## src/rtl/utf8v_pkg.sv

```systemverilog
// ----------------------------------------------------------------------------
// utf8v_pkg: shared types and constants for the UTF-8 text validator
// Status codes, byte range limits, register indexes and span state.
// ----------------------------------------------------------------------------
package utf8v_pkg;

  localparam int COUNT_WIDTH = 16;
  localparam int OUT_W       = 16;
  localparam int CMP_W       = (COUNT_WIDTH + 1 > OUT_W) ? COUNT_WIDTH + 1 : OUT_W;
  localparam logic [COUNT_WIDTH-1:0] CNT_SAT = {COUNT_WIDTH{1'b1}};

  // verdict codes
  localparam logic [2:0] ST_OK       = 3'd0;
  localparam logic [2:0] ST_EMPTY    = 3'd1;
  localparam logic [2:0] ST_TOO_LONG = 3'd2;
  localparam logic [2:0] ST_INVALID  = 3'd3;
  localparam logic [2:0] ST_CONTROL  = 3'd4;

  // configuration register indexes
  localparam int CFG_IDX_W = 8;
  localparam logic [CFG_IDX_W-1:0] REG_MAX_SPAN    = 8'd0;
  localparam logic [CFG_IDX_W-1:0] REG_ALLOW_EMPTY = 8'd1;
  localparam logic [15:0] MAX_SPAN_RESET = 16'd255;

  // byte range limits
  localparam logic [7:0] B_ASCII_MAX  = 8'h7f;
  localparam logic [7:0] B_LEAD2_MIN  = 8'hc2;
  localparam logic [7:0] B_LEAD2_MAX  = 8'hdf;
  localparam logic [7:0] B_LEAD3_MIN  = 8'he0;
  localparam logic [7:0] B_LEAD3_MAX  = 8'hef;
  localparam logic [7:0] B_LEAD4_MIN  = 8'hf0;
  localparam logic [7:0] B_LEAD4_MAX  = 8'hf4;
  localparam logic [7:0] B_SURR_LEAD  = 8'hed;
  localparam logic [7:0] B_E0_SEC_MIN = 8'ha0;
  localparam logic [7:0] B_ED_SEC_MAX = 8'h9f;
  localparam logic [7:0] B_F0_SEC_MIN = 8'h90;
  localparam logic [7:0] B_F4_SEC_MAX = 8'h8f;
  localparam logic [20:0] C0_END      = 21'h20;
  localparam logic [20:0] C1_FIRST    = 21'h7f;
  localparam logic [20:0] C1_LAST     = 21'h9f;

  typedef struct packed {
    logic [COUNT_WIDTH-1:0] byte_cnt;
    logic [COUNT_WIDTH-1:0] char_cnt;
    logic [1:0]             pending;
    logic [20:0]            partial;
    logic [7:0]             lead;
    logic                   second;
    logic [2:0]             err;
  } span_state_t;

  typedef struct packed {
    logic [2:0]       status;
    logic [OUT_W-1:0] total_bytes;
    logic [OUT_W-1:0] char_count;
  } result_t;

  typedef struct packed {
    logic [15:0] max_span_bytes;
    logic        allow_empty_span;
  } cfg_t;

endpackage

```

## src/rtl/utf8v_step.sv

```systemverilog
// ----------------------------------------------------------------------------
// utf8v_step: next-state logic for one span byte
// Decodes one byte against the open sequence, updates counters and the
// sticky error, and forms the verdict on the last byte or an empty span.
// ----------------------------------------------------------------------------
module utf8v_step
  import utf8v_pkg::*;
(
  input  span_state_t st,
  input  cfg_t        cfg,
  input  logic [7:0]  data_byte,
  input  logic        span_last,
  input  logic        span_empty,
  output span_state_t st_next,
  output logic        res_valid,
  output result_t     res
);

  logic                   was_sat;
  logic [COUNT_WIDTH:0]   cnt_inc;
  logic                   too_long;
  logic [COUNT_WIDTH-1:0] byte_cnt_n;
  span_state_t            s;
  logic                   fin;
  logic [20:0]            fin_val;
  logic [1:0]             pend_dec;
  logic [20:0]            part_sh;
  logic                   sec_bad;

  always_comb begin
    was_sat    = (st.byte_cnt == CNT_SAT);
    cnt_inc    = {1'b0, st.byte_cnt} + {{COUNT_WIDTH{1'b0}}, 1'b1};
    too_long   = was_sat || (CMP_W'(cnt_inc) > CMP_W'(cfg.max_span_bytes));
    byte_cnt_n = was_sat ? CNT_SAT : cnt_inc[COUNT_WIDTH-1:0];
    pend_dec   = st.pending - 2'd1;
    part_sh    = {st.partial[14:0], data_byte[5:0]};
    sec_bad    = (st.lead == B_LEAD3_MIN && data_byte < B_E0_SEC_MIN) ||
                 (st.lead == B_SURR_LEAD && data_byte > B_ED_SEC_MAX) ||
                 (st.lead == B_LEAD4_MIN && data_byte < B_F0_SEC_MIN) ||
                 (st.lead == B_LEAD4_MAX && data_byte > B_F4_SEC_MAX);

    s          = st;
    s.byte_cnt = byte_cnt_n;
    fin        = 1'b0;
    fin_val    = '0;
    if (too_long) begin
      s.err = ST_TOO_LONG;
    end

    if (s.err == ST_OK) begin
      if (st.pending == 2'd0) begin
        if (data_byte <= B_ASCII_MAX) begin
          fin     = 1'b1;
          fin_val = {13'd0, data_byte};
        end else if (data_byte >= B_LEAD2_MIN && data_byte <= B_LEAD2_MAX) begin
          s.pending = 2'd1;
          s.partial = {16'd0, data_byte[4:0]};
          s.lead    = data_byte;
          s.second  = 1'b1;
        end else if (data_byte >= B_LEAD3_MIN && data_byte <= B_LEAD3_MAX) begin
          s.pending = 2'd2;
          s.partial = {17'd0, data_byte[3:0]};
          s.lead    = data_byte;
          s.second  = 1'b1;
        end else if (data_byte >= B_LEAD4_MIN && data_byte <= B_LEAD4_MAX) begin
          s.pending = 2'd3;
          s.partial = {18'd0, data_byte[2:0]};
          s.lead    = data_byte;
          s.second  = 1'b1;
        end else begin
          s.err = ST_INVALID;
        end
      end else if (data_byte[7:6] != 2'b10) begin
        s.err = ST_INVALID;
      end else if (st.second && sec_bad) begin
        s.err = ST_INVALID;
      end else begin
        s.second  = 1'b0;
        s.partial = part_sh;
        s.pending = pend_dec;
        if (pend_dec == 2'd0) begin
          fin     = 1'b1;
          fin_val = part_sh;
        end
      end

      if (fin) begin
        if (fin_val < C0_END || (fin_val >= C1_FIRST && fin_val <= C1_LAST)) begin
          s.err = ST_CONTROL;
        end else if (st.char_cnt != CNT_SAT) begin
          s.char_cnt = st.char_cnt + COUNT_WIDTH'(1);
        end
      end
    end

    // sequence cut short by the end of the span
    if (span_last && s.err == ST_OK && s.pending != 2'd0) begin
      s.err = ST_INVALID;
    end

    res_valid = span_empty || span_last;
    if (span_empty) begin
      res.status      = cfg.allow_empty_span ? ST_OK : ST_EMPTY;
      res.total_bytes = '0;
      res.char_count  = '0;
    end else begin
      res.status      = s.err;
      res.total_bytes = OUT_W'(s.byte_cnt);
      res.char_count  = (s.err == ST_TOO_LONG) ? '0 : OUT_W'(s.char_cnt);
    end

    st_next = res_valid ? '0 : s;
  end

endmodule

```

## src/rtl/utf8_text_validator.sv

```systemverilog
// ----------------------------------------------------------------------------
// utf8_text_validator: streaming strict UTF-8 span checker
// One verdict per text span, with byte and character counts.
// ----------------------------------------------------------------------------
// Usage:
//   Bytes of a span enter on the s_ channel, one per transfer; s_tlast marks
//   the final byte and s_tuser marks a zero-length span (byte ignored, verdict
//   at once, any open span dropped). One verdict leaves on the m_ channel per
//   span: status, total byte count and valid character count.
//   The cfg channel writes max_span_bytes (index 0) and allow_empty_span
//   (index 1); it is always ready; the user must write it only while the
//   block idles, which the block itself does not enforce.
// Path: the last byte passes the input register, then the result register,
//   before m_tvalid rises and the verdict can transfer.
// Throughput: one byte per cycle while no verdict is blocked (see Stall),
//   set by the combinational step from the input register to the span state.
// Reset: rst clears the span state, drops any held byte or verdict and sets
//   max_span_bytes to 255 and allow_empty_span to 0.
// Stall: while a verdict waits on m_tready, bytes that give no verdict keep
//   flowing; a byte that would give the next verdict holds in the input
//   register and s_tready drops until the waiting verdict is taken.
// ----------------------------------------------------------------------------
module utf8_text_validator
  import utf8v_pkg::*;
(
  input  logic                 clk,
  input  logic                 rst,
  // stream in
  input  logic                 s_tvalid,
  output logic                 s_tready,
  input  logic [7:0]           s_tdata,   // [7:0] data_byte
  input  logic                 s_tlast,   // span_last
  input  logic                 s_tuser,   // span_empty
  // stream out
  output logic                 m_tvalid,
  input  logic                 m_tready,
  output logic [39:0]          m_tdata,   // [2:0] status, [18:3] total_bytes,
                                          // [34:19] char_count, [39:35] zero
  // configuration writes
  input  logic                 cfg_valid,
  output logic                 cfg_ready,
  input  logic [CFG_IDX_W-1:0] cfg_index,
  input  logic [15:0]          cfg_data
);

  // input register
  logic        in_valid;
  logic [7:0]  in_byte;
  logic        in_last;
  logic        in_empty;

  // span state, configuration, result register
  span_state_t st;
  span_state_t st_next;
  cfg_t        cfg;
  logic        res_valid;
  result_t     res;
  logic        out_valid;
  result_t     out_res;

  // the held byte moves on unless it makes a verdict that has nowhere to go
  logic        adv;

  utf8v_step u_step (
    .st         (st),
    .cfg        (cfg),
    .data_byte  (in_byte),
    .span_last  (in_last),
    .span_empty (in_empty),
    .st_next    (st_next),
    .res_valid  (res_valid),
    .res        (res)
  );

  assign adv       = in_valid && (!res_valid || !out_valid || m_tready);
  assign s_tready  = !in_valid || adv;
  assign cfg_ready = 1'b1;
  assign m_tvalid  = out_valid;
  assign m_tdata   = {5'd0, out_res.char_count, out_res.total_bytes, out_res.status};

  always_ff @(posedge clk) begin
    if (rst) begin
      in_valid  <= 1'b0;
      out_valid <= 1'b0;
      st        <= '0;
      cfg.max_span_bytes   <= MAX_SPAN_RESET;
      cfg.allow_empty_span <= 1'b0;
    end else begin
      if (s_tready) begin
        in_valid <= s_tvalid;
      end
      if (adv) begin
        st <= st_next;
      end
      if (adv && res_valid) begin
        out_valid <= 1'b1;
      end else if (m_tready) begin
        out_valid <= 1'b0;
      end
      if (cfg_valid && cfg_ready) begin
        unique case (cfg_index)
          REG_MAX_SPAN:    cfg.max_span_bytes   <= cfg_data;
          REG_ALLOW_EMPTY: cfg.allow_empty_span <= cfg_data[0];
          default: ;
        endcase
      end
    end
  end

  // payload registers
  always_ff @(posedge clk) begin
    if (s_tvalid && s_tready) begin
      in_byte  <= s_tdata;
      in_last  <= s_tlast;
      in_empty <= s_tuser;
    end
    if (adv && res_valid) begin
      out_res <= res;
    end
  end

  // a too-long verdict never reports characters
  a_too_long_no_chars: assert property (@(posedge clk) disable iff (rst)
    out_valid && out_res.status == ST_TOO_LONG |-> out_res.char_count == '0)
    else $error("too-long verdict with nonzero char count");

  // an empty verdict carries no counts
  a_empty_no_counts: assert property (@(posedge clk) disable iff (rst)
    out_valid && out_res.status == ST_EMPTY |->
      out_res.total_bytes == '0 && out_res.char_count == '0)
    else $error("empty verdict with nonzero counts");

  // an open sequence always has a valid lead byte recorded
  a_open_seq_lead: assert property (@(posedge clk) disable iff (rst)
    st.err == ST_OK && st.pending != 2'd0 |-> st.lead >= B_LEAD2_MIN)
    else $error("pending continuation bytes without a lead byte");

  // a stalled input side means a verdict is blocked by a waiting result
  a_stall_cause: assert property (@(posedge clk) disable iff (rst)
    !s_tready |-> in_valid && res_valid && out_valid && !m_tready)
    else $error("input stalled without a blocked verdict");

  // characters never outnumber bytes within a span
  a_chars_le_bytes: assert property (@(posedge clk) disable iff (rst)
    st.char_cnt <= st.byte_cnt)
    else $error("character count exceeds byte count");

endmodule

```

## config.mk

```make
export PLATFORM = sky130hd
export DESIGN_NAME = utf8_text_validator
export DESIGN_NICKNAME = d
export VERILOG_FILES = /design/src/rtl/utf8v_pkg.sv /design/src/rtl/utf8v_step.sv /design/src/rtl/utf8_text_validator.sv
export SDC_FILE = /design/constraint.sdc
export NUM_CORES = 1
export LEC_CHECK = 0
export ABC_AREA = 1
export ABC_CLOCK_PERIOD_IN_PS = 4900
export BUFFER_PORTS_ARGS = -buffer_cell sky130_fd_sc_hd__buf_2
export CAP_MARGIN = 20
export CORE_MARGIN = 8
export CORE_UTILIZATION = 50
export DETAILED_ROUTE_END_ITERATION = 16
export PLACE_DENSITY = 0.8
export SLEW_MARGIN = 0
export SYNTH_ARGS = -nofsm -noshare
export SYNTH_HDL_FRONTEND = slang
export SYNTH_SLANG_ARGS = --single-unit
```

## constraint.sdc

```tcl
create_clock -name clk -period 4.9 [get_ports clk]
set_clock_uncertainty 0.1 [all_clocks]
set_input_delay 0.49 -clock clk [delete_from_list [all_inputs] [get_ports clk]]
set_output_delay 0.49 -clock clk [all_outputs]
set_load 0.05 [all_outputs]
```

Yosys cells after proc, flatten, opt, wreduce, memory -nomap -nowiden
Cells that the tools add are included.

storage, ports and cells
  register bits = 125
  output and inout port bits = 43

cells by class
  add/sub/neg operators = 3
  $lt $le $gt $ge = 15
  equal/unequal tests = 14
  muxes and demuxes = 43
  reductions and logical operators = 41

operators with widths
  operator               count
  $mux 21                5
  $mux 32                3
  $mux 16                5
  $mux 35                2
  $mux 23                3
  $mux 67                1
  $mux 51                1
  $eq 8x8->1 const B     4
  $mux 3                 9
  $ge 8x8->1 const B     3
  $le 8x8->1 const B     3
  $ge 21x7->1 const B    1
  $le 21x8->1 const B    1
  $lt 21x6->1 const B    1
  $add 16x1->17 const B  1
  $gt 17x16->1           1
  $add 16x1->16 const B  1
  $eq 16x16->1 const B   1
  $gt 8x8->1 const B     2
  $lt 8x8->1 const B     2
  $mux 8                 2
  $ne 16x16->1 const B   1
  $logic_and 1x1->1      14
  $mux 1                 11
  other kinds (20)       38

Longest topological paths before layout
Gate-level depths: netlist of run 1.

  depth after elaboration = 23
  mapped depth = 26
  gate-level depth less buffers = 26

Hierarchy
Synthesis of run 1 repeated with hierarchy kept, for this count alone.

unflattened totals
  cells, all modules = 1098
  area total of the unflattened synthesis = 7782.5 µm²

modules (own cells, without submodules)
  module               instances  cells each  area an instance (µm²)
  utf8_text_validator  1          472         4662.0
  utf8v_step           1          626         3120.5

Worst setup path before layout of run 1
OpenSTA, ideal clock, no wires.

  path kind = register to register
  start = reg, netlist name st[53]
  end = reg out_res (netlist bit m_tdata[25]) (data pin)
  data arrival time = 3280 ps
  slack = 1268 ps
  cell stages (with the launch flop) = 26
  path buffers = 1
  period minus slack after synthesis = 3632 ps
  cells stage by stage = dfxtp_1 > nand3_1 > inv_1 > nand3_1 > nand3b_1 > nor3b_2 > nand3_1 > nor2_1 > nand2_1 > xor2_1 > inv_1 > ha_1 > nand2_1 > inv_1 > nand3_2 > nor2_1 > nand3_1 > nand3_2 > nand2_4 > nand3_4 > clkinv_4 > nand4_2 > nand2_2 > o31ai_4 > buf_6 > nor2_2

on the way
  cells in the longest elaborated chain, start to end = 18
  elaborated cells between the ends (all ways) = 23

ends and longest elaborated chain
  element                         line                        RTL
  $add 16x1->17                   utf8v_step.sv:32            cnt_inc = {1'b0, st.byte_cnt} + {{COUNT_WIDTH{1'b0}}, 1'b1};
  $gt 17x16->1                    utf8v_step.sv:33            too_long = was_sat || (CMP_W'(cnt_inc) > CMP_W'(cfg.max_span_bytes));
  $logic_or 1x1->1 *              utf8v_step.sv:33
  $mux 3 *                        utf8v_step.sv:46            if (too_long) begin
  $mux 3                          utf8v_step.sv:65            end else if (data_byte >= B_LEAD4_MIN && data_byte <= B_LEAD4_MAX) begin
  $mux 3                          utf8v_step.sv:60            end else if (data_byte >= B_LEAD3_MIN && data_byte <= B_LEAD3_MAX) begin
  $mux 3                          utf8v_step.sv:55            end else if (data_byte >= B_LEAD2_MIN && data_byte <= B_LEAD2_MAX) begin
  $mux 35                         utf8v_step.sv:52            if (data_byte <= B_ASCII_MAX) begin
  $mux 4                          utf8v_step.sv:51            if (st.pending == 2'd0) begin
  $mux 3                          utf8v_step.sv:88            if (fin_val < C0_END || (fin_val >= C1_FIRST && fin_val <= C1_LAST)) begin
  $mux 3                          utf8v_step.sv:87            if (fin) begin
  $mux 51 *                       utf8v_step.sv:50            if (s.err == ST_OK) begin
  $logic_not 3->1                 utf8v_step.sv:97            if (span_last && s.err == ST_OK && s.pending != 2'd0) begin
  $logic_and 1x1->1 (2 in a row)  utf8v_step.sv:97
  $mux 3                          utf8v_step.sv:97
  $eq 3x2->1                      utf8v_step.sv:109           res.char_count = (s.err == ST_TOO_LONG) ? '0 : OUT_W'(s.char_cnt);
  $reduce_or 2->1 (no line)       -
  end signal, assigned            utf8_text_validator.sv:118  out_res <= res;
  end, declared                   utf8_text_validator.sv:59   result_t out_res;

Mark *: on every way between the ends. The rest lies on a longest branch, timed or not. The select of a mux whose other input is x is not followed.
A chain may end at the register's enable or synchronous reset.

Worst setup path in the final report of run 1
  start = reg, netlist name st[53]
  end = reg out_res (netlist bit m_tdata[24]) (data pin)

on the way
  cells in the longest elaborated chain, start to end = 18
  elaborated cells between the ends (all ways) = 23

ends and longest elaborated chain
  element                         line
  $add 16x1->17                   utf8v_step.sv:32
  $gt 17x16->1                    utf8v_step.sv:33
  $logic_or 1x1->1 *              utf8v_step.sv:33
  $mux 3 *                        utf8v_step.sv:46
  $mux 3                          utf8v_step.sv:65
  $mux 3                          utf8v_step.sv:60
  $mux 3                          utf8v_step.sv:55
  $mux 35                         utf8v_step.sv:52
  $mux 4                          utf8v_step.sv:51
  $mux 3                          utf8v_step.sv:88
  $mux 3                          utf8v_step.sv:87
  $mux 51 *                       utf8v_step.sv:50
  $logic_not 3->1                 utf8v_step.sv:97
  $logic_and 1x1->1 (2 in a row)  utf8v_step.sv:97
  $mux 3                          utf8v_step.sv:97
  $eq 3x2->1                      utf8v_step.sv:109
  $reduce_or 2->1 (no line)       -

Marks and branches as above.

==> metrics.yaml, run 1 <==
run_status:
  status: "completed"
global_route:
  grt_max_degree: 61
  grt_util_all_layers_pct: 18.1
  antenna_found_initial: 2
  overflow: 0
  grt_pass1_wl_um: 26200
  grt_pass1_vias: 5547
cells_and_area:
  finish.utilization_pct: 59.6
  fillCellCount: 1215
  layout_common_cells: "nand2_1, inv_1, a21oi_1, dfxtp_1, buf_2"
  multi_input_area_um2: 3310
  layout-drive-gt1-share_pct: 16.8
  layout.area.seq_um2: 2950
  final_common_cell: "nand2_1"
  nets: 1018
  area_growth_pct: 16.0
  antenna_cells: 0
synth:
  yosysSeqAreaShare_pct: 43.3
  yosys.area.top_type: "dfxtp_1"
  async_flop_share_pct: 0
  synth_area_per_cell_um2: 7.67
  synth_top_cell_area_share_pct: 23.5
  synthCells: 890
  yosysWarningCount: 0
  synth-seq-cells: 125
  syn-cell-area_um2: 6830
  synth.distinct_cells: 47
  synth_edf_count: 45
  synth-main-ff-cell: "dfxtp_1"
  yosys-top-cells-area: "dfxtp_1, edfxtp_1, nand2_1, a21oi_1, inv_1"
placement:
  place_congestion: 0.901
  io_buffers: 75
  pre_cts_slack_ns: 0.704
  dpl.hpwl_um: 10900
routing:
  dr.pass1.iters: 5
  ant_nets: 0
  drt-initial-drc-count: 463
  wl_per_cell_um: 13.6
  drc: 0
  via_per_inst: 5.18
  routed_wl_um: 15600
  vias: 5951
setup_path:
  path_buf_inv: 5
  cp_max_fo: 19
  slowest_stage: "dfxtp_1"
  r2r-start: "st[53]$_SDFFE_PP0P_"
  reg2reg_depth: 25
  cp.arrival_ns: 4.28
  critPathCaptureType: "flop"
  crit_path_start_kind: "flop"
  r2r-end: "m_tdata[24]$_SDFFCE_PP0P_"
  critPathMaxStageDelay_ns: 0.43
  cpMostUsedCell: "nand3_1"
  r2r_slack_ns: 0.69
  cp.required_ns: 4.96
  cpLargestDelayFamily: "simple AND/OR/NAND/NOR gates"
  critPathKind: "reg -> reg"
clock_network:
  ctsHoldBuffers: 0
  cts_setup_buffers: 0
  ctsResizeCount: 0
  cts_tree: "done"
  clkLatencyLatePin_ns: 0.43
  cts_buffer_depth: 2
  cts_buffers: 17
  htreeDepth: 4
  clockRootBuffer: "clkbuf_16"
  clkSlewWorstSetupHoldPaths_ns: 0.05
  clock-sinks: 125
run:
  max-cap-violations: 0
sta:
  drv_slew: 0
  hold_viol: 0
  fin_setup_tns_ns: 0
  final-setup-viol-count: 0
  max_slew_margin_pct: 36.4
  tightest_slew_ns: 0.953
  rsz0062_at_grt: "false"
  max_freq_ghz: 0.237
  min_period_ns: 4.21
  worst_slack_ns: 0.687
  fin_crit_sh_pct: 86.0
floorplan:
  die_area_um2: 17600
  io_pins: 82
  die_w_um: 133
  row_count: 42
  initial_utilization_pct: 51.3
  coreArea_um2: 13300
  die_y_um: 133
worst_hold_path:
  hp-start: "s_tlast"
  hold_class: "in -> reg"
  hold_end: "in_last$_DFFE_PP_"
  hold_path_depth: 1
power:
  peakVddDrop_uv: 235
  p_leak_uw: 0.00343
  power_density_nw_per_um2: 331
==> area by class of cell <==
class                   count  area share, %
multi-input cells         626           41.8
inverters                 108           5.18
flip-flops and latches    125           37.3
repair buffers             81           5.40
clock inverters             5          0.664
clock buffers              27           6.86
well taps                 176           2.78
==> stage by stage <==
stage / total power [µW] / hold WS, ns / area (µm²) / std cells
3_3_place_gp: 1400 / 0.352 / 7310 / 1115
4_1_cts: 2640 / 0.128 / 7900 / 1147
6_report: 2620 / 0.141 / 7920 / 1148
2_1_floorplan: 1340 / 0.320 / 6840 / 894
3_5_place_dp: 1400 / 0.360 / 7310 / 1115
5_1_grt: 2710 / 0.123 / 7920 / 1148
==> cell families after synthesis <==
kind of cell | share of synthesized area [%]
xor+xnor | 3.46
fa+ha+maj | 3.67
simple gates | 28.0
buf+inv | 8.50
flops | 43.3
other cells | 0.110
compound gates | 13.0
==> layer usage <==
metal / part of all wire, % / GRT usage [%]
met1: 46 / 22.6
met2: 44 / 27.7
met3: 7.7 / 5.79
met4: 2.2 / 8.26
met5: 0.12 / 0
==> how the worst max path moves through the flow <==
stage	from	endpoint	slack (ns)	depth (start not counted)
after floorplan	st[53]$_SDFFE_PP0P_	m_tdata[25]$_SDFFCE_PP0P_	1.27	25
after global routing	st[53]$_SDFFE_PP0P_	m_tdata[24]$_SDFFCE_PP0P_	0.30	25
after CTS	st[53]$_SDFFE_PP0P_	m_tdata[24]$_SDFFCE_PP0P_	0.68	25
final	st[53]$_SDFFE_PP0P_	m_tdata[24]$_SDFFCE_PP0P_	0.69	25
after detailed placement	st[53]$_SDFFE_PP0P_	m_tdata[24]$_SDFFCE_PP0P_	0.70	25
after global placement	st[53]$_SDFFE_PP0P_	m_tdata[20]$_SDFFCE_PP0P_	0.90	25
==> synth_stat cells, types with 12 or more instances <==
library cell and n:
nor3_1 13, nand2_1 218, dfxtp_1 80, nand4_1 13, ha_1 20, edfxtp_1 45, nor2_1 51, nand3_1 59
xor2_1 25, clkbuf_1 24, a21oi_1 98, o21ai_0 41, inv_1 98, nor2_2 12
==> state kept, by name, indices dropped and copies added (netlist names) <==
name,flops
in_valid,1
m_tvalid,1
in_byte,8
in_last,1
cfg,17
m_tdata,35
st,61
in_empty,1
==> power breakdown <==
part           internal [µW]  switching, µW  total [µW]
clock network            802            434        1240
logic                   70.3            190         260
registers               1110           17.0        1120
(Power assumes the default switching activity.)
==> inputs of run 2 (changes only) <==
- CORE_UTILIZATION: 50 -> 55
- PLACE_DENSITY: 0.8 -> 0.86
==> metrics.yaml, run 2 (synthesized netlist as in run 1, its figures left out) <==
power:
  power_density_nw_per_um2: 318  # -3.8%
  p_leak_uw: 0.00338  # -1.4%
  peakVddDrop_uv: 237  # +0.98%
cells_and_area:
  regMostFlops: "st"
  area_growth_pct: 14.8
  largest_register_ffs: 61  # unchanged
  layout_common_cells: "nand2_1, inv_1, a21oi_1, dfxtp_1, buf_2"
  antenna_cells: 0  # unchanged
  nets: 1018  # unchanged
  final_common_cell: "nand2_1"
  layout-drive-gt1-share_pct: 16.7  # -0.10 points
  finish.utilization_pct: 65.0  # +5.4 points
setup_path:
  cp.required_ns: 4.97  # about the same
  critPathCaptureType: "flop"
  critPathKind: "reg -> reg"
  slowest_stage: "dfxtp_1"
  crit_path_start_kind: "flop"
  r2r_slack_ns: 0.71  # +0.03 ns
  r2r-start: "st[51]$_SDFFE_PP0P_"
  cpLargestDelayFamily: "simple AND/OR/NAND/NOR gates"
  cp_max_fo: 19  # unchanged
  critPathMaxStageDelay_ns: 0.43  # about the same
  cp.arrival_ns: 4.25  # -0.03 ns
  cpMostUsedCell: "nand3_1"
  setup.worst_path.start: "st[51]$_SDFFE_PP0P_"
  path_buf_inv: 5  # unchanged
worst_hold_path:
  hold_class: "in -> reg"
  hp-start: "s_tdata[1]"
sta:
  fin_crit_sh_pct: 85.4  # -0.56 points
  tightest_slew_ns: 0.907  # -0.0463 ns
  min_period_ns: 4.19  # -0.0274 ns
  max_freq_ghz: 0.239  # +0.65%
  max_slew_margin_pct: 39.5  # +3.1 points
  hold_viol: 0  # unchanged
  final-setup-viol-count: 0  # unchanged
  worst_slack_ns: 0.714  # +0.0274 ns
  drv_slew: 0  # unchanged
  fin_setup_tns_ns: 0  # unchanged
  rsz0062_at_grt: "false"
placement:
  place_congestion: 0.903  # +0.23%
  io_buffers: 75  # unchanged
  dpl.hpwl_um: 10900  # about the same
  pre_cts_slack_ns: 0.776  # +0.0715 ns
clock_network:
  ctsResizeCount: 0  # unchanged
  ctsHoldBuffers: 0  # unchanged
  cts_buffer_depth: 2  # unchanged
  clkSlewWorstSetupHoldPaths_ns: 0.06  # about the same
  clkLatencyLatePin_ns: 0.42  # about the same
  clock-sinks: 125  # unchanged
  cts_tree: "done"
  cts_buffers: 17  # unchanged
  cts_setup_buffers: 0  # unchanged
  htreeDepth: 4  # unchanged
  clockRootBuffer: "clkbuf_16"
floorplan:
  die_area_um2: 16200  # -8.0%
  initial_utilization_pct: 56.6  # +5.3 points
  row_count: 40  # -4.8%
  die_w_um: 127  # -4.1%
  die_y_um: 127  # -4.1%
  coreArea_um2: 12100  # -9.3%
  io_pins: 82  # unchanged
global_route:
  grt_util_all_layers_pct: 19.5  # +1.4 points
  grt_max_degree: 61  # unchanged
  antenna_found_initial: 0  # -2
  grt_pass1_wl_um: 25800  # -1.2%
  overflow: 0  # unchanged
  grt_pass1_vias: 5490  # -1.0%
routing:
  via_per_inst: 5.26  # +1.5%
  routed_wl_um: 15600  # -0.17%
  vias: 5996  # +0.76%
  dr.pass1.iters: 7  # +2
  drc: 0  # unchanged
  drt-initial-drc-count: 474  # +2.4%
  ant_nets: 0  # unchanged
  wl_per_cell_um: 13.7  # +0.53%
run:
  max-cap-violations: 0  # unchanged
run_status:
  status: "completed"
==> run 2: cell count changes in the layout (fill, tap and decap cells not counted) <==
cell / previous run / this run
inv_6: 0 / 3
clkinvlp_4: 1 / 4
bufinv_16: 1 / 0
clkbuf_8: 8 / 0
clkinv_4: 1 / 3
clkbuf_1: 2 / 1
clkinv_1: 3 / 5
==> run 2: worst paths after layout <==
path	endpoint	cells after the start
setup / recovery	m_tdata[23]$_SDFFCE_PP0P_	25
hold / removal	in_byte[1]$_DFFE_PP_	1
setup reg to reg	m_tdata[23]$_SDFFCE_PP0P_	25
hold reg to reg	st[22]$_SDFFE_PP0P_	2
==> run 2: stage by stage <==
| step | hold slack [ns] | power [µW] | cells | cell area, µm² |
|---|---|---|---|---|
| final | 0.144 | 2490 | 1140 | 7840 |
| after global routing | 0.132 | 2580 | 1140 | 7840 |
| after CTS | 0.130 | 2500 | 1140 | 7840 |
| after detailed placement | 0.355 | 1400 | 1108 | 7310 |
| after global placement | 0.352 | 1400 | 1107 | 7300 |
| after floorplan | 0.320 | 1340 | 894 | 6840 |
==> run 2: worst reg2reg max path, stage by stage (launching register included) <==
cell and delay, ns:
dfxtp_1 0.43, nand3_1 0.14, inv_1 0.07, nand3_1 0.09
nand3b_1 0.22, nor3b_2 0.25, nand3_1 0.14, nor2_1 0.15
nand2_1 0.08, xor2_1 0.18, inv_1 0.06, ha_1 0.29
nand2_1 0.05, inv_1 0.06, nand3_2 0.08, nor2_1 0.14
nand3_1 0.10, nand3_2 0.09, nand2_4 0.08, nand3_4 0.17
clkinv_4 0.19, nand4_2 0.16, nand2_2 0.09, o31ai_4 0.16
buf_4 0.28, nor2_1 0.08
==> run 2: metal layers <==
layer  vias up  GRT usage (%)  wire length (µm)
met3        20           5.20              1200
met5         -              0                 0
met2       209           30.7              7080
met1      2701           24.9              7050
li1       3066              -                 -
met4         0           7.70               236
==> run 2: area by class of cell <==
cell class / instances / area (µm²)
Tap cell: 168 / 210
Fill cell: 1016 / 4220
Multi-Input combinational cell: 626 / 3310
Inverter: 108 / 410
Sequential cell: 125 / 2950
Clock inverter: 14 / 96.3
Clock buffer: 18 / 429
Timing Repair Buffer: 81 / 428
==> run 2: power by group <==
part	switching, µW	internal (µW)
Clock	467	643
Combinational	192	70.3
Sequential	16.7	1100
==> inputs of run 3 (changes only) <==
==> constraint.sdc (replaced) <==
create_clock -name clk -period 4.9 [get_ports clk]
set_clock_uncertainty 0.1 [all_clocks]
set_input_delay 0 -clock clk [delete_from_list [all_inputs] [get_ports clk]]
set_output_delay 0 -clock clk [all_outputs]
set_load 0.05 [all_outputs]
==> metrics.yaml, run 3 (synthesized netlist as in run 1, its figures left out) <==
run_status:
  status: "completed"
power:
  p_leak_uw: 0.00351  # +3.9%
  peakVddDrop_uv: 237  # about the same
  power_density_nw_per_um2: 308  # -3.1%
run:
  max-cap-violations: 0  # unchanged
setup_path:
  r2r_slack_ns: 0.71  # about the same
  cpLargestDelayFamily: "simple AND/OR/NAND/NOR gates"
  critPathCaptureType: "flop"
  critPathMaxStageDelay_ns: 0.43  # about the same
  r2r-start: "st[51]$_SDFFE_PP0P_"
  critPathKind: "reg -> reg"
  setup.worst_path.start: "st[51]$_SDFFE_PP0P_"
  slowest_stage: "dfxtp_1"
  cp.required_ns: 4.97  # about the same
  reg2reg_depth: 25  # unchanged
  crit_path_start_kind: "flop"
  cp_max_fo: 19  # unchanged
  r2r-end: "m_tdata[23]$_SDFFCE_PP0P_"
  endpoint: "m_tdata[23]$_SDFFCE_PP0P_"
  crit_cells: 25  # unchanged
  path_buf_inv: 5  # unchanged
  cp.arrival_ns: 4.25  # about the same
  cpMostUsedCell: "nand3_1"
sta:
  tightest_slew_ns: 0.936  # +0.0283 ns
  rsz0062_at_grt: "false"
  fin_setup_tns_ns: 0  # unchanged
  max_slew_margin_pct: 37.6  # -1.9 points
  hold_viol: 0  # unchanged
  min_period_ns: 4.19  # +0.00204 ns
  worst_slack_ns: 0.712  # -0.00204 ns
  drv_slew: 0  # unchanged
  fin_crit_sh_pct: 85.5  # about the same
  max_freq_ghz: 0.239  # about the same
  final-setup-viol-count: 0  # unchanged
clock_network:
  ctsHoldBuffers: 32  # +32
  clkSlewWorstSetupHoldPaths_ns: 0.06  # about the same
  cts_tree: "done"
  ctsResizeCount: 0  # unchanged
  cts_buffers: 17  # unchanged
  clockRootBuffer: "clkbuf_16"
  clock-sinks: 125  # unchanged
  clkLatencyLatePin_ns: 0.42  # about the same
  cts_setup_buffers: 0  # unchanged
  htreeDepth: 4  # unchanged
  cts_buffer_depth: 2  # unchanged
routing:
  dr.pass1.iters: 5  # -2
  routed_wl_um: 16500  # +5.8%
  ant_nets: 0  # unchanged
  via_per_inst: 5.31  # +0.96%
  wl_per_cell_um: 14.0  # +2.8%
  drc: 0  # unchanged
  vias: 6229  # +3.9%
  drt-initial-drc-count: 598  # +26%
placement:
  pre_cts_slack_ns: 0.776  # unchanged
  io_buffers: 75  # unchanged
  dpl.hpwl_um: 10900  # unchanged
  dp_cells: 1108  # unchanged
  dpl_cell_area_um2: 7310  # unchanged
  place_congestion: 0.903  # unchanged
cells_and_area:
  largest_register_ffs: 61  # unchanged
  layout_common_cells: "nand2_1, inv_1, a21oi_1, dfxtp_1, buf_2"
  instances_no_fill: 1173  # +2.9%
  final_common_cell: "nand2_1"
  fin_area_um2: 8160  # +4.1%
  regMostFlops: "st"
  fillCellCount: 966  # -4.9%
  nets: 1050  # +3.1%
  area_growth_pct: 19.5
  finish.utilization_pct: 67.7  # +2.7 points
  layout-drive-gt1-share_pct: 16.1  # -0.53 points
floorplan:
  die_w_um: 127  # unchanged
  coreArea_um2: 12100  # unchanged
  initial_utilization_pct: 56.6  # unchanged
  die_area_um2: 16200  # unchanged
  die_y_um: 127  # unchanged
  io_pins: 82  # unchanged
  row_count: 40  # unchanged
global_route:
  grt_pass1_vias: 5727  # +4.3%
  grt_util_all_layers_pct: 20.6  # +1.1 points
  antenna_found_initial: 0  # unchanged
  overflow: 0  # unchanged
  grt_max_degree: 61  # unchanged
  grt_pass1_wl_um: 27100  # +5.0%
worst_hold_path:
  hold_class: "in -> reg"
## run 3: cell count changes in the layout (fill, tap and decap cells not counted)
| cell | previous run | this run |
|---|---|---|
| diode_2 | 0 | 1 |
| dlygate4sd3_1 | 0 | 32 |
## run 3: worst reg2reg max path, stage by stage, from the launching register on
cell and delay (ns):
dfxtp_1 0.43, nand3_1 0.14, inv_1 0.07, nand3_1 0.09
nand3b_1 0.22, nor3b_2 0.25, nand3_1 0.14, nor2_1 0.15
nand2_1 0.08, xor2_1 0.18, inv_1 0.06, ha_1 0.29
nand2_1 0.05, inv_1 0.06, nand3_2 0.08, nor2_1 0.13
nand3_1 0.10, nand3_2 0.09, nand2_4 0.08, nand3_4 0.17
clkinv_4 0.19, nand4_2 0.16, nand2_2 0.09, o31ai_4 0.16
buf_4 0.29, nor2_1 0.08
## run 3: final cells by class
class	instances	area (µm²)	share of cell area, %
multi-input combinational	626	3310	40.6
sequential	125	2950	36.2
timing repair buffer	113	748	9.17
clock buffer	18	429	5.26
inverter	108	410	5.03
tap	168	210	2.58
clock inverter	14	96.3	1.18
antenna	1	2.50	0.0307
## run 3: metal layers
layer | up-vias | global-route usage [%] | part of all wire (%)
met1 | 2815 | 25.8 | 45
met2 | 250 | 32.8 | 46
met4 | 0 | 9.10 | 2.0
met3 | 29 | 5.16 | 7.4
li1 | 3135 | - | -
met5 | - | 0 | 0
## run 3: power breakdown
| group | total (µW) | internal [µW] | switching (µW) |
|---|---|---|---|
| logic | 283 | 86.6 | 197 |
| clock network | 1110 | 643 | 469 |
| registers | 1120 | 1100 | 17.0 |
## run 3: worst min path at each step
stage / startpoint / to / slack (ns) / cells after the start
2_1_floorplan: s_tdata[0] / in_byte[0]$_DFFE_PP_ / -0.001 / 0
6_report: rst / st[0]$_SDFFE_PP0P_ / 0.12 / 3
3_3_place_gp: s_tdata[0] / in_byte[0]$_DFFE_PP_ / 0.08 / 1
5_1_grt: rst / st[54]$_SDFFE_PP0P_ / 0.15 / 3
4_1_cts: rst / st[0]$_SDFFE_PP0P_ / 0.1 / 3
3_5_place_dp: s_tdata[6] / in_byte[6]$_DFFE_PP_ / 0.08 / 1
## run 3: stage by stage
stage	total power, µW	hold slack (ns)
after floorplan	1340	-0.00113
after global placement	1400	0.0761
after detailed placement	1400	0.0781
after CTS	2520	0.0986
after global routing	2600	0.153
final	2520	0.121
